<file path="src/rtl/core/swpa_mul.sv">
// Registered fixed-point multiply-add with round half up and saturation.
module swpa_mul #(
    parameter int DATA_WIDTH = 24,
    parameter int FRAC_BITS  = 22
) (
    input  logic                         aclk,
    input  logic                         en,
    input  logic signed [DATA_WIDTH-1:0] a,
    input  logic signed [DATA_WIDTH-1:0] b,
    input  logic signed [DATA_WIDTH-1:0] addend,
    output logic signed [DATA_WIDTH-1:0] y
);
    localparam int PW = 2 * DATA_WIDTH + 2;
    localparam logic signed [PW-1:0] MAXV = PW'((64'sd1 <<< (DATA_WIDTH - 1)) - 1);
    localparam logic signed [PW-1:0] MINV = -MAXV - PW'(1);
    logic signed [2*DATA_WIDTH-1:0] p;
    logic signed [PW-1:0] r, s;

    always_comb begin
        p = a * b;
        r = PW'((p + ((2*DATA_WIDTH)'(1) <<< (FRAC_BITS - 1))) >>> FRAC_BITS);
        if (r > MAXV) r = MAXV;
        if (r < MINV) r = MINV;
        s = r + PW'(addend);
        if (s > MAXV) s = MAXV;
        if (s < MINV) s = MINV;
    end

    always_ff @(posedge aclk) begin
        if (en) y <= DATA_WIDTH'(s);
    end
endmodule

</file>
<file path="config.mk">
export PLATFORM = sky130hd
export DESIGN_NAME = swpa_mul
export DESIGN_NICKNAME = d
export VERILOG_FILES = /design/src/rtl/core/swpa_mul.sv
export SDC_FILE = /design/constraint.sdc
export NUM_CORES = 2
export LEC_CHECK = 0
export ABC_AREA = 1
export BUFFER_PORTS_ARGS = -buffer_cell sky130_fd_sc_hd__buf_4
export CAP_MARGIN = 20
export CORE_MARGIN = 1.5
export CORE_UTILIZATION = 30
export CTS_CLUSTER_SIZE = 16
export DETAILED_ROUTE_END_ITERATION = 10
export RECOVER_POWER = 25
export SETUP_SLACK_MARGIN = 0.2
export SYNTH_ARGS = -nofsm -noshare
export SYNTH_HDL_FRONTEND = slang
export SYNTH_SLANG_ARGS = --single-unit
</file>
<file path="constraint.sdc">
create_clock -name aclk -period 12 [get_ports aclk]
set_clock_uncertainty 0.05 [all_clocks]
set_input_delay 1.2 -clock aclk [delete_from_list [all_inputs] [get_ports aclk]]
set_output_delay 1.2 -clock aclk [all_outputs]
set_load 0.01 [all_outputs]
</file>
=== Yosys cells after proc, flatten, opt, wreduce, memory -nomap -nowiden ===
Cells that the tools add are included.

* Register bits after elaboration: 24
* Latch bits: 0
* Memory bits (writable): 0
* ROM bits: 0
* Bits of input ports: 74
* Memories kept: 0

* Add/sub/neg operators: 2
* Multiply operators: 1
* Div/mod/pow operators: 0
* Magnitude comparators: 4
* Equality and inequality tests: 0
* Shift operators: 0
* Mux-type cells: 3
* Bitwise logic cells: 0
* Reduce and logical (&&, ||, !) cells: 0

{| class="wikitable"
|+ Operator list
! cell !! count
|-
| two-way mux 50 bit || 3
|-
| less-than comparator 50 x 24 -> 1 bit (second input constant) || 2
|-
| adder 50 x 24 -> 50 bit || 1
|-
| greater-than comparator 50 x 24 -> 1 bit (second input constant) || 1
|-
| adder 48 x 23 -> 49 bit (second input constant) || 1
|-
| multiplier 24 x 24 -> 48 bit || 1
|-
| greater-than comparator 27 x 24 -> 1 bit (second input constant) || 1
|}

=== Longest topological paths before layout ===
* Word-level depth: 10
* Mapped depth: 54
* Mapped depth without buffers: 51

=== Worst setup path before layout ===
No wires, ideal clock.

* Path kind: input to register
* Start point: input port a[23]
* End point: register y[10], data pin
* Arrival: 9.375 ns
* Path slack: 2.326 ns
* Stages: 46
* Path buffers: 3
* Cell sequence: clkbuf_1 nand2_1 inv_1 fa_1 fa_1 inv_1 fa_1 inv_1 fa_1 fa_1 fa_1 fa_1 ha_1 nand2_1 nor2_1 nand2_1 nor2_1 inv_1 (+10 left out) ha_1 inv_1 fa_1 inv_1 nand3_1 nand3_1 nand3_1 nand2_1 nand2_1 nand3_1 nand2_1 nand2_1 nand3_2 o21bai_4 buf_6 nand2_1 nand2_1 inv_1

* Cells in the longest elaborated chain, start to end: 10

{| class="wikitable"
|+ Ends and longest elaborated chain
! item !! line !! source
|-
| start: declaration || 8 || <nowiki>input logic signed [DATA_WIDTH-1:0] a,</nowiki>
|-
| multiplier 24 x 24 -> 48 bit (*) || 20 || <nowiki>p = a * b;</nowiki>
|-
| adder 48 x 23 -> 49 bit (*) || 21 || <nowiki>r = PW'((p + ((2*DATA_WIDTH)'(1) <<< (FRAC_BITS - 1))) >>> FRAC_BITS);</nowiki>
|-
| greater-than comparator 27 x 24 -> 1 bit || 22 || <nowiki>if (r > MAXV) r = MAXV;</nowiki>
|-
| two-way mux 50 bit (*) || 22 ||
|-
| less-than comparator 50 x 24 -> 1 bit || 23 || <nowiki>if (r < MINV) r = MINV;</nowiki>
|-
| two-way mux 50 bit (*) || 23 ||
|-
| adder 50 x 24 -> 50 bit (*) || 24 || <nowiki>s = r + PW'(addend);</nowiki>
|-
| greater-than comparator 50 x 24 -> 1 bit || 25 || <nowiki>if (s > MAXV) s = MAXV;</nowiki>
|-
| two-way mux 50 bit (*) || 25 ||
|-
| less-than comparator 50 x 24 -> 1 bit || 26 || <nowiki>if (s < MINV) s = MINV;</nowiki>
|-
| end signal: assignment || 30 || <nowiki>if (en) y <= DATA_WIDTH'(s);</nowiki>
|-
| end: declaration || 11 || <nowiki>output logic signed [DATA_WIDTH-1:0] y</nowiki>
|}

Every way passes the cells marked *; elsewhere a longest branch is shown, timed or not.
A chain may end at the register's enable or synchronous reset.

=== Final worst setup path ===
* Start point: input port a[23]
* End point: register y[8], data pin

Same word-level chain as after synthesis.

==> metrics <==
vias in the first global route=about 22,000; core outline area=between 80,000 and 90,000 um^2; Hold Vio Cnt, Final=0; Die Y=296 um; Worst Path Arrival=10.63 ns; Place WS=around 1.0 ns; Ports=98; crit-path max cell delay=approximately 0.83 ns; hold path depth=4; period utilization=0.888; post-route ant nets=0; Max Clk Rate=93.9 MHz; most frequent cell after synthesis=nand2_1; global-route wire length before repair=about 110 mm; family with the most delay on the worst path=adder cells; top cells by area, synth=fa_1 (48%), nand2_1 (16%), inv_1 (16%); initial antenna violation count=0; Initial Util=0.303; Final setup viols=0; Clock Sink Count=24; Biggest register=y; area grow syn2layout=7.12%; PortBufs=97; Hold Crit Class=input port to flop; final worst slack=around 1.3 ns; top_reg_cell synth=edfxtp_1; layout cells sized above 1=0.0381; total track usage=0.165; status=finished, final reports clean; DR iter-0 viols=1,138; syn avg cell area=around 7.4 um^2; Cell variety after synth=35; die footprint=just under 90,000 um^2; DRT Pass-1 Iters=5; crit end category=flop; most frequent cells after synthesis=nand2_1 (1,087), inv_1 (1,086), fa_1 (615), ha_1 (156), nor2_1 (131); Max-slew headroom=0.127; max reg flops=24; final wirelength=about 68 mm; Seq/Total Area, Yosys=0.0280; Yosys top cell area share=0.478; CTS Buf Count=3; kind of critical path=input port to flop; vias per cell=between 4 and 5; Resized Gates After CTS=0; RD Place Congestion=just over 0.9; TNS Setup=0 ns; Cell Area, Synth=25,700 um^2; CTS max path bufs=2; Final Critical Period=10.65 ns; Critical Path RT=between 10 and 15 ns; Layout Nets=4,312; largest net degree at the start of global routing=25; HPWL after DPL=58.8 mm; width of the die=296 um; Hold Crit Endpoint=y[0]$_SDFFCE_PP0P_; Yosys reg bits=24; Max Cap Violations=0; post-CTS setup buffer count=0; total gr overflow=0; hold path start=addend[0]; Synth area leader=fa_1; worst slew pin tran=approximately 1.3 ns; fraction of registers with async set/reset=0; Mapped Cells=3,466; Critical Path Start Type=input port; Reg clk slew, reported paths=0.07 ns; EDFF count, synth=24; Hold Buf Count CTS=0; wire length per cell=14.8 um; CP max FO=24; via count=20,300; diodes inserted=0; RSZ-0062 raised after global routing=no; Synthesized Nets=about 4,300; CP bufs+invs=9; H-tree depth=1; cell repeated most along the worst path=nand2_1; top flop regs=y: 24 flops; # fillers=around 9,100; CP max-delay cell=fa_1; DRC violations left=0; warnings from Yosys=0; Slew Limit Fails=0; row cnt=about 110; Root Buffer=clkbuf_16; TritonCTS clock tree=done
## kinds of logic (layout without fill, tap and decap cells)
family / after synthesis / after routing / share of synthesized area
XOR/XNOR: 42 / 42 / 0.0143
buffers and inverters: 1194 / 1194 / 0.177
AO/OA/AOI/OAI: 100 / 100 / 0.0218
AND/OR/NAND/NOR: 1335 / 1335 / 0.205
flip-flops: 24 / 24 / 0.0280
adder cells (fa/ha/maj): 771 / 771 / 0.554
## metrics by stage
stage / hold slack, ns / instance area (um^2) / instances / utilization
2_1_floorplan: 1.26 / 25700 / 3466 / -
3_3_place_gp: 1.56 / 27500 / 4606 / 0.323
3_5_place_dp: 1.56 / 27500 / 4606 / 0.323
4_1_cts: 1.31 / 27600 / 4610 / 0.324
5_1_grt: 1.34 / 27600 / 4610 / 0.324
6_report: 1.31 / 27600 / 4610 / 0.324
## cells in the final DEF (no fill, tap or decap), drive strengths merged, types with 5 or more instances in the layout
cell	count
a21oi	68
or2	5
o21bai	12
xnor2	24
nor3	11
nand3b	11
o21ai	12
nand2	1096
nand4	11
fa	615
buf	99
xor2	18
nor2	135
edfxtp	24
nand3	57
ha	156
inv	1090
## layer usage
layer,global-route usage,up-vias,share of wire
li1,-,9628,-
met1,0.206,10200,0.41
met2,0.313,395,0.53
met3,0.00675,93,0.033
met4,0.0361,0,0.026
met5,0,-,0
## layout make-up
type                            instances  area [um^2]  share of cell area
Timing Repair Buffer                  100          747              0.0271
Multi-Input combinational cell       2248        20500               0.743
Sequential cell                        24          721              0.0261
Tap cell                             1144         1430              0.0519
Clock buffer                            3         75.1             0.00272
Clock inverter                          1         30.0             0.00109
Inverter                             1090         4090               0.148
## tightest hold or removal path, cell delays in order
cell	delay, ns
buf_4	0.08
ha_1	0.13
nand2_1	0.05
nand2_1	0.05
## worst max path at each step
stage	start	to	slack, ns	cells past startpoint
3_5_place_dp	a[23]	y[8]$_SDFFCE_PP0P_	1.04	44
3_3_place_gp	a[23]	y[9]$_SDFFCE_PP0P_	1.19	44
2_1_floorplan	a[23]	y[10]$_SDFFCE_PP0P_	2.33	46
4_1_cts	a[23]	y[8]$_SDFFCE_PP0P_	1.27	44
6_report	a[23]	y[8]$_SDFFCE_PP0P_	1.35	44
5_1_grt	a[23]	y[20]$_SDFFCE_PP0P_	0.30	44
Power is left out: the tool's default activity adds up to more than one toggle a clock period on the data nets, which glitch-free logic cannot reach.
