--- src/rtl/core/swpa_pkg.sv ---
package swpa_pkg;

    localparam int CONST_FRAC = 30;
    localparam int NUM_REGS = 8;
    localparam int IDX_W = 3;

    // Coefficients of C1, C3, C5, C7 as cubics in d, constant term first, Q.30
    localparam logic signed [31:0] COEF_TAB [4][4] = '{
        '{32'sd1686842346, 32'sd605904980, -32'sd191518789, 32'sd46385103},
        '{-32'sd693787154, 32'sd638410160, 32'sd92452649, -32'sd37206474},
        '{32'sd85360580, -32'sd185804251, 32'sd115886765, -32'sd15455416},
        '{-32'sd4675182, 32'sd15235996, -32'sd16827571, 32'sd6280000}
    };

    typedef enum logic [IDX_W-1:0] {
        REG_START_X = 3'd0,
        REG_START_Y = 3'd1,
        REG_START_Z = 3'd2,
        REG_START_W = 3'd3,
        REG_END_X   = 3'd4,
        REG_END_Y   = 3'd5,
        REG_END_Z   = 3'd6,
        REG_END_W   = 3'd7
    } reg_idx_t;

endpackage

--- src/rtl/core/swpa_coef.sv ---
// Per-configuration constant block: dot product, reciprocal and coefficients.
// Recomputed sequentially after every configuration write; the top level only
// accepts items when done.
module swpa_coef #(
    parameter int DATA_WIDTH = 24,
    parameter int FRAC_BITS  = 22
) (
    input  logic                         aclk,
    input  logic                         aresetn,
    input  logic                         start,
    input  logic signed [DATA_WIDTH-1:0] qa [4],
    input  logic signed [DATA_WIDTH-1:0] qb [4],
    output logic                         done,
    output logic signed [DATA_WIDTH-1:0] recip,
    output logic                         degen,
    output logic signed [DATA_WIDTH-1:0] coef [4]
);
    localparam int PW = 2 * DATA_WIDTH + 2;
    localparam logic signed [PW-1:0] MAXV = PW'((64'sd1 <<< (DATA_WIDTH - 1)) - 1);
    localparam logic signed [PW-1:0] MINV = -MAXV - PW'(1);
    localparam logic signed [PW-1:0] ONE = PW'(64'sd1 <<< FRAC_BITS);
    localparam logic signed [PW-1:0] HALF = PW'(64'sd1 <<< (FRAC_BITS - 1));
    localparam int QW = 2 * FRAC_BITS + 2;
    localparam int CW = $clog2(QW + 1);

    typedef enum logic [5:0] {
        S_IDLE = 6'b000001,
        S_DOT  = 6'b000010,
        S_DIVS = 6'b000100,
        S_DIV  = 6'b001000,
        S_POLY = 6'b010000,
        S_DONE = 6'b100000
    } cst_t;

    function automatic logic signed [PW-1:0] sat_f(input logic signed [PW-1:0] v);
        if (v > MAXV) return MAXV;
        if (v < MINV) return MINV;
        return v;
    endfunction

    function automatic logic signed [PW-1:0] cst_f(input logic signed [31:0] c);
        logic signed [PW+8:0] w;
        w = ((PW+9)'(c) + ((PW+9)'(1) <<< (swpa_pkg::CONST_FRAC - FRAC_BITS - 1)))
            >>> (swpa_pkg::CONST_FRAC - FRAC_BITS);
        if (w > (PW+9)'(MAXV)) return MAXV;
        if (w < (PW+9)'(MINV)) return MINV;
        return PW'(w);
    endfunction

    cst_t st_reg, st_next;
    logic [2:0] cnt_reg;
    logic [1:0] term_reg;
    logic [CW-1:0] bit_reg;
    logic signed [PW-1:0] acc_reg;
    logic signed [PW-1:0] d_reg;
    logic [QW-1:0] rem_reg, quo_reg, den_reg;
    logic signed [DATA_WIDTH-1:0] mul_a, mul_b;
    logic signed [2*DATA_WIDTH-1:0] prod;
    logic signed [PW-1:0] prod_r;
    logic [QW:0] trial;

    // accumulator and d stay inside the data range while the multiplier is used
    assign mul_a = (st_reg == S_DOT) ? qa[cnt_reg[1:0]] : DATA_WIDTH'(acc_reg);
    assign mul_b = (st_reg == S_DOT) ? qb[cnt_reg[1:0]] : DATA_WIDTH'(d_reg);
    assign prod = mul_a * mul_b;
    assign prod_r = PW'((prod + (2*DATA_WIDTH)'(HALF)) >>> FRAC_BITS);
    assign trial = {rem_reg, quo_reg[QW-1]} - {1'b0, den_reg};
    assign done = (st_reg == S_DONE);

    always_comb begin
        st_next = st_reg;
        unique case (st_reg)
            S_IDLE: st_next = S_DOT;
            S_DOT:  if (cnt_reg == 3'd4) st_next = S_DIVS;
            S_DIVS: st_next = S_DIV;
            S_DIV:  if (bit_reg == CW'(QW)) st_next = S_POLY;
            S_POLY: if (term_reg == 2'd3 && cnt_reg == 3'd3) st_next = S_DONE;
            S_DONE: st_next = S_DONE;
            default: st_next = S_IDLE;
        endcase
        if (start) st_next = S_IDLE;
    end

    always_ff @(posedge aclk) begin
        if (!aresetn) begin
            st_reg <= S_IDLE;
        end else begin
            st_reg <= st_next;
        end
        case (st_reg)
            S_IDLE: begin
                cnt_reg <= '0;
                acc_reg <= '0;
            end
            S_DOT: begin
                if (cnt_reg == 3'd4) begin
                    d_reg <= sat_f(acc_reg);
                end else begin
                    acc_reg <= acc_reg + prod_r;
                    cnt_reg <= cnt_reg + 3'd1;
                end
            end
            S_DIVS: begin
                acc_reg <= sat_f(ONE + d_reg);
                den_reg <= QW'(sat_f(ONE + d_reg));
                // numerator ONE*ONE plus half the divisor, shifted in bit by bit
                quo_reg <= (QW'(1) << (2 * FRAC_BITS))
                           + (QW'(sat_f(ONE + d_reg)) >> 1);
                rem_reg <= '0;
                bit_reg <= '0;
            end
            S_DIV: begin
                if (bit_reg == CW'(QW)) begin
                    if (acc_reg <= 0 || quo_reg > QW'(MAXV)) begin
                        recip <= DATA_WIDTH'(MAXV);
                        degen <= 1'b1;
                    end else begin
                        recip <= DATA_WIDTH'(quo_reg);
                        degen <= 1'b0;
                    end
                    term_reg <= '0;
                    cnt_reg <= '0;
                    acc_reg <= cst_f(swpa_pkg::COEF_TAB[0][3]);
                end else begin
                    bit_reg <= bit_reg + CW'(1);
                    if (!trial[QW]) begin
                        rem_reg <= trial[QW-1:0];
                        quo_reg <= {quo_reg[QW-2:0], 1'b1};
                    end else begin
                        rem_reg <= {rem_reg[QW-2:0], quo_reg[QW-1]};
                        quo_reg <= {quo_reg[QW-2:0], 1'b0};
                    end
                end
            end
            S_POLY: begin
                if (cnt_reg == 3'd3) begin
                    coef[term_reg] <= DATA_WIDTH'(acc_reg);
                    cnt_reg <= '0;
                    if (term_reg != 2'd3) begin
                        acc_reg <= cst_f(swpa_pkg::COEF_TAB[term_reg + 2'd1][3]);
                        term_reg <= term_reg + 2'd1;
                    end
                end else begin
                    acc_reg <= sat_f(cst_f(swpa_pkg::COEF_TAB[term_reg][2'd2 - cnt_reg[1:0]])
                                     + sat_f(prod_r));
                    cnt_reg <= cnt_reg + 3'd1;
                end
            end
            default: ;
        endcase
    end
endmodule

--- config.mk ---
export PLATFORM = sky130hd
export DESIGN_NAME = swpa_coef
export DESIGN_NICKNAME = d
export VERILOG_FILES = /design/src/rtl/core/swpa_pkg.sv /design/src/rtl/core/swpa_coef.sv
export SDC_FILE = /design/constraint.sdc
export NUM_CORES = 2
export LEC_CHECK = 0
export BUFFER_PORTS_ARGS = -buffer_cell sky130_fd_sc_hd__buf_2
export CAP_MARGIN = 30
export CORE_MARGIN = 4
export CORE_UTILIZATION = 40
export CTS_BUF_LIST = sky130_fd_sc_hd__clkbuf_4
export DETAILED_ROUTE_END_ITERATION = 16
export HOLD_SLACK_MARGIN = 0.02
export PLACE_DENSITY = 0.58
export SYNTH_ARGS = -nofsm -noshare
export SYNTH_HDL_FRONTEND = slang
export SYNTH_SLANG_ARGS = --single-unit
--- constraint.sdc ---
create_clock -name aclk -period 18.15 [get_ports aclk]
set_input_delay 3.63 -clock aclk [delete_from_list [all_inputs] [get_ports aclk]]
set_output_delay 3.63 -clock aclk [all_outputs]
set_load 0.01 [all_outputs]
After elaboration in Yosys (flattened, before gate mapping). Index checks and enable logic that the tools add are counted.

Bitwise gates (word level): 5. $add $sub $neg: 12. Mux-type cells: 117. Eq/ne operators: 19. Reduce and logical (&&, ||, !) cells: 16. $mul: 1. Order comparisons: 19.

Operator list (number): $mux 50 (32); $bmux 128 s2 (2); $mux 128 (2); $pmux 50 s5 (1); $mux 46 (4); $pmux 46 s2 (2); $mux 24 (7); $gt 50x24->1 const B (3); $lt 50x24->1 const B (3); $mux 32 (4); $bmux 24 s2 (2); $bwmux 96 (1); $add 32x9->33 const B (2); $bmux 32 s2 (1); $add 24x50->50 const A (1); $add 50x27->50 (1); $add 50x50->50 (1); $gt 25x24->1 const B (2); $le 50x1->1 const B (1); $lt 25x24->1 const B (2); $add 48x23->49 const B (1); $demux 24 s2 (1); $mul 24x24->48 (1); $sub 47x46->47 (1); other kinds (41) (111).

Output and inout bits: 122. Bits in registers: 376. Word-level logic and storage cells: 204. Input bits: 195.

Longest topological paths before layout.
Depth in word-level cells: 31. Gate-level depth with buffers: 60. Mapped depth without buffers: 52.

Worst setup path after synthesis. No wires, ideal clock.

Kind: input to register. From: input qb[2] in the netlist's numbering. To: register acc_reg[27], data pin. Buffers on the path: 3. Arrival: 16.113 ns. Slack: 1.905 ns. Stages on the path: 48. Setup time: 0.132 ns. Required time: 18.018 ns. Cell sequence: mux4_2 a21oi_1 clkbuf_1 nor2_1 fa_1 fa_1 inv_1 fa_1 inv_1 fa_1 fa_1 fa_1 inv_1 fa_1 inv_1 ha_1 a21o_1 a21o_1 [12 not listed] ha_1 inv_1 fa_1 nor2b_1 o21ai_0 a21boi_0 o211ai_1 and3_1 a21oi_1 xnor2_1 nor3_1 nand3_1 ha_1 buf_1 inv_1 or3_1 a21oi_1 a221o_1.

Cells in the longest elaborated chain, start to end: 25. Elaborated cells on any way between the ends: 37. Those cells by class: add/sub (3); mul (1); order compare (4); mux (29).

Ends and longest elaborated chain: from (decl) (RTL line swpa_coef.sv:12) `input logic signed [DATA_WIDTH-1:0] qb [4],`; $bmux 24 s2 * (RTL line swpa_coef.sv:64) `assign mul_b = (st_reg == S_DOT) ? qb[cnt_reg[1:0]] : DATA_WIDTH'(d_reg);`; $mux 24 (implied by the code) * (2 in a row) (RTL line swpa_coef.sv:64); $mux 24 * (RTL line swpa_coef.sv:64); $mul 24x24->48 * (RTL line swpa_coef.sv:65) `assign prod = mul_a * mul_b;`; $add 48x23->49 * (RTL line swpa_coef.sv:66) `assign prod_r = PW'((prod + (2*DATA_WIDTH)'(HALF)) >>> FRAC_BITS);`; $lt 27x24->1 (RTL line swpa_coef.sv:37) `if (v < MINV) return MINV;`; $mux 1 (2 in a row) (RTL line swpa_coef.sv:37); $mux 1 (RTL line swpa_coef.sv:136) `if (cnt_reg == 3'd3) begin`; [6 not listed]; $lt 50x24->1 (RTL line swpa_coef.sv:37); $mux 1 (2 in a row) (RTL line swpa_coef.sv:37); $mux 1 (RTL line swpa_coef.sv:136); $mux 1 (RTL line swpa_coef.sv:90) `case (st_reg)`; $mux 50 (RTL line swpa_coef.sv:38) `return v;`; $mux 50 (RTL line swpa_coef.sv:37); $mux 50 (RTL line swpa_coef.sv:136); $pmux 50 s5 * (RTL line swpa_coef.sv:90); to (signal assigned) (RTL line swpa_coef.sv:99) `acc_reg <= acc_reg + prod_r;`; to (signal assigned) (RTL line swpa_coef.sv:140) `acc_reg <= cst_f(swpa_pkg::COEF_TAB[term_reg + 2'd1][3]);`; to (signal assigned) (RTL line swpa_coef.sv:144) `acc_reg <= sat_f(cst_f(swpa_pkg::COEF_TAB[term_reg][2'd2 - cnt_reg[1:0]])`; to (decl) (RTL line swpa_coef.sv:54) `logic signed [PW-1:0] acc_reg;`.

Mark *: on every way between the ends. The rest lies on a longest branch, timed or not. The select of a mux whose other input is x is not followed. A chain may end at the register's enable or synchronous reset.

Worst setup path in the final report.
From: input qb[0] in the netlist's numbering. To: register acc_reg[41], data pin.

The elaborated chain is that of the path after synthesis.

==> impl_metrics.toml <==
[cells_and_area]
drive_above_1_share = 0.1302
nets = 6366
area_delta_synth_final_pct = 10.39
num-fill-cells = 11460
multi_input_area_um2 = 31840
seq_area_um2 = 11230
largest_reg_flops = 96

[clock_tree]
cts_buffers = 101
clk_latency_ns = 0.94
post-cts-setup-buffers = 0
cts-root-buf = "clkbuf_4"
ctsResizeCount = 0
cts_sinks = 376
cts_tree = "done"
htreeDepth = 3
cts_hold_buffers = 0
clk_pin_slew_ns = 0.07
clk_path_buf_depth = 3

[worst_setup_path]
r2r_cells = 46
critPathArrivalTime_ns = 17.23
crit_required_ns = 18.92
cpMaxStageDelayCell = "fa_1"
rrSetupSlack_ns = 2.40
crit_fanout = 21
worstReg2RegStart = "st_reg[1]"
worstSetupPathType = "primary input to flop"
start_kind = "primary input"
critPathCaptureType = "flop"
worstReg2RegEnd = "acc_reg[41]"
critPathMaxStageDelay_ns = 0.81
path_common_cell = "fa_1"

[floorplan]
pin_count = 317
die_area_um2 = 122500
initial_utilization = 0.4025
fp.dieW_um = 349.9
rows = 125
die_h_um = 349.9
core_um2 = 116200

[routing]
vias = 39050
ant_nets = 0
first_pass_iters = 6
wl_per_cell_um = 24.41
drc_errors = 0
wl_um = 168200
drt_iter0_drc = 3672
viasPerCell = 5.665

[synth]
synthesis.area_um2 = 46770
synth_seq_cells = 376
syn_area_per_cell_um2 = 9.340
synth_cell_types = 97
synth.net_count = 6090
synth-edff-count = 370
synthArstFlopShare = 0
netlist_instances = 5007
yosys_warnings = 0
ys_seq_area_frac = 0.2401
ys.flop_type = "edfxtp_1"

[timing]
final.setup.tns_ns = 0
setup_violations = 0
fmax_mhz = 60.77
hold_violations = 0
slew_headroom = 0.2873
fin_skew_ns = 0.09779
fin_crit_ns = 16.46
slew_violations = 0
fin_crit_sh = 0.9067
worst_pin_slew_ns = 1.065
rsz0062_at_grt = "no"

[grt]
overflow = 0
antenna_found_initial = 9
grt_usage = 0.2742
grt_pass1_wl_um = 253100
grt_pass1_vias = 40340
grt_max_degree = 112

[placement]
hpwl_um = 134300
gp_congestion = 1.007
port_buffers = 316

[worst_hold_path]
hold_class = "flop to flop"
hold_end = "recip[8]"
hp-start = "quo_reg[8]"
hold_depth = 1

[run_status]
status = "completed"

[run]
cap_violations = 0
[cell families after synthesis]
family          after synthesis  share of synthesized area
simple gates               1515                     0.1455
buf+inv                    1013                    0.08216
compound gates              966                     0.1342
fa+ha+maj                   888                     0.3366
flops                       376                     0.2401
xor+xnor                    182                    0.03424
mux                          66                    0.02710
other cells                   1                 0.00008018
[cell usage in the layout (no fill, tap or decap), drive strengths merged, types with 11 or more instances in the layout]
cell,synthesis,final
or2,11,11
o21ai,209,209
ha,271,271
nand2,528,528
xor2,72,72
nand3,100,100
nor2,521,521
a21oi,285,285
o211ai,29,29
and3,39,39
nor3,40,40
nand2b,80,80
buf,34,418
a211oi,28,28
mux2i,13,13
inv,767,770
o31ai,24,24
clkinv,1,35
edfxtp,370,370
mux4,48,48
nand4,54,54
o21a,51,51
o21bai,28,28
nor4,29,29
a31oi,24,24
a21o,149,149
and2,37,37
clkbuf,211,143
xnor2,110,110
nor2b,23,23
o221ai,14,14
fa,617,617
[critical path: cells and delay by family]
family                     cells  cell delay [ns]
AOI/OAI and AO/OA             10             2.51
xor gates and xnor gates       2             0.94
adders and majority gates     11             5.64
buffers and inverters          9             1.13
muxes                          2             0.84
and+or+nand+nor               10             2.46
[final cells by class]
class                           instances  share of cell area
Antenna cell                            5           0.0002424
Clock buffer                          143             0.02079
Clock inverter                         40            0.005211
Inverter                              768             0.05584
Multi-Input combinational cell       3618              0.6168
Sequential cell                       376              0.2175
Tap cell                             1524             0.03694
Timing Repair Buffer                  418             0.04663
[stage by stage]
| step | util | instances | instance area (um^2) | hold WS, ns | worst slack, ns |
|---|---|---|---|---|---|
| floorplan | - | 5007 | 46770 | 0.5002 | 1.905 |
| global placement | 0.4320 | 6699 | 50200 | 0.5130 | 1.111 |
| detailed placement | 0.4324 | 6703 | 50240 | 0.5222 | 0.9192 |
| CTS | 0.4439 | 6886 | 51580 | 0.5075 | 1.849 |
| global route | 0.4443 | 6892 | 51620 | 0.5543 | 0.9319 |
| finish | 0.4443 | 6892 | 51620 | 0.5355 | 1.694 |
[synth_stat cells, drive strengths merged (54+ instances only)]
library cell	n	share of area
clkbuf	211	0.017
nor2	521	0.042
edfxtp	370	0.24
nand2	528	0.042
fa	617	0.26
nand3	100	0.011
ha	271	0.073
nand2b	80	0.011
a21oi	285	0.030
xnor2	110	0.021
xor2	72	0.013
o21ai	209	0.023
a21o	149	0.024
inv	767	0.062
nand4	54	0.0072
[metal layers]
metal	vias up	share of wire	track usage
met2	2022	0.46	0.4452
met5	-	0	0
met1	19320	0.40	0.3553
met4	0	0.051	0.1199
li1	17300	-	-
met3	411	0.092	0.05732
[worst max-delay path by stage]
stage                 from           to  slack, ns  cells past startpoint
global route        qa[23]  acc_reg[41]       0.93                     44
global placement     qb[0]  acc_reg[41]       1.11                     44
finish               qb[0]  acc_reg[41]       1.69                     44
floorplan            qb[2]  acc_reg[27]       1.91                     48
CTS                  qb[0]  acc_reg[41]       1.85                     44
detailed placement   qb[0]  acc_reg[41]       0.92                     44
Power is left out: the tool's default activity adds up to more than one toggle a clock period on the data nets, which glitch-free logic cannot reach.
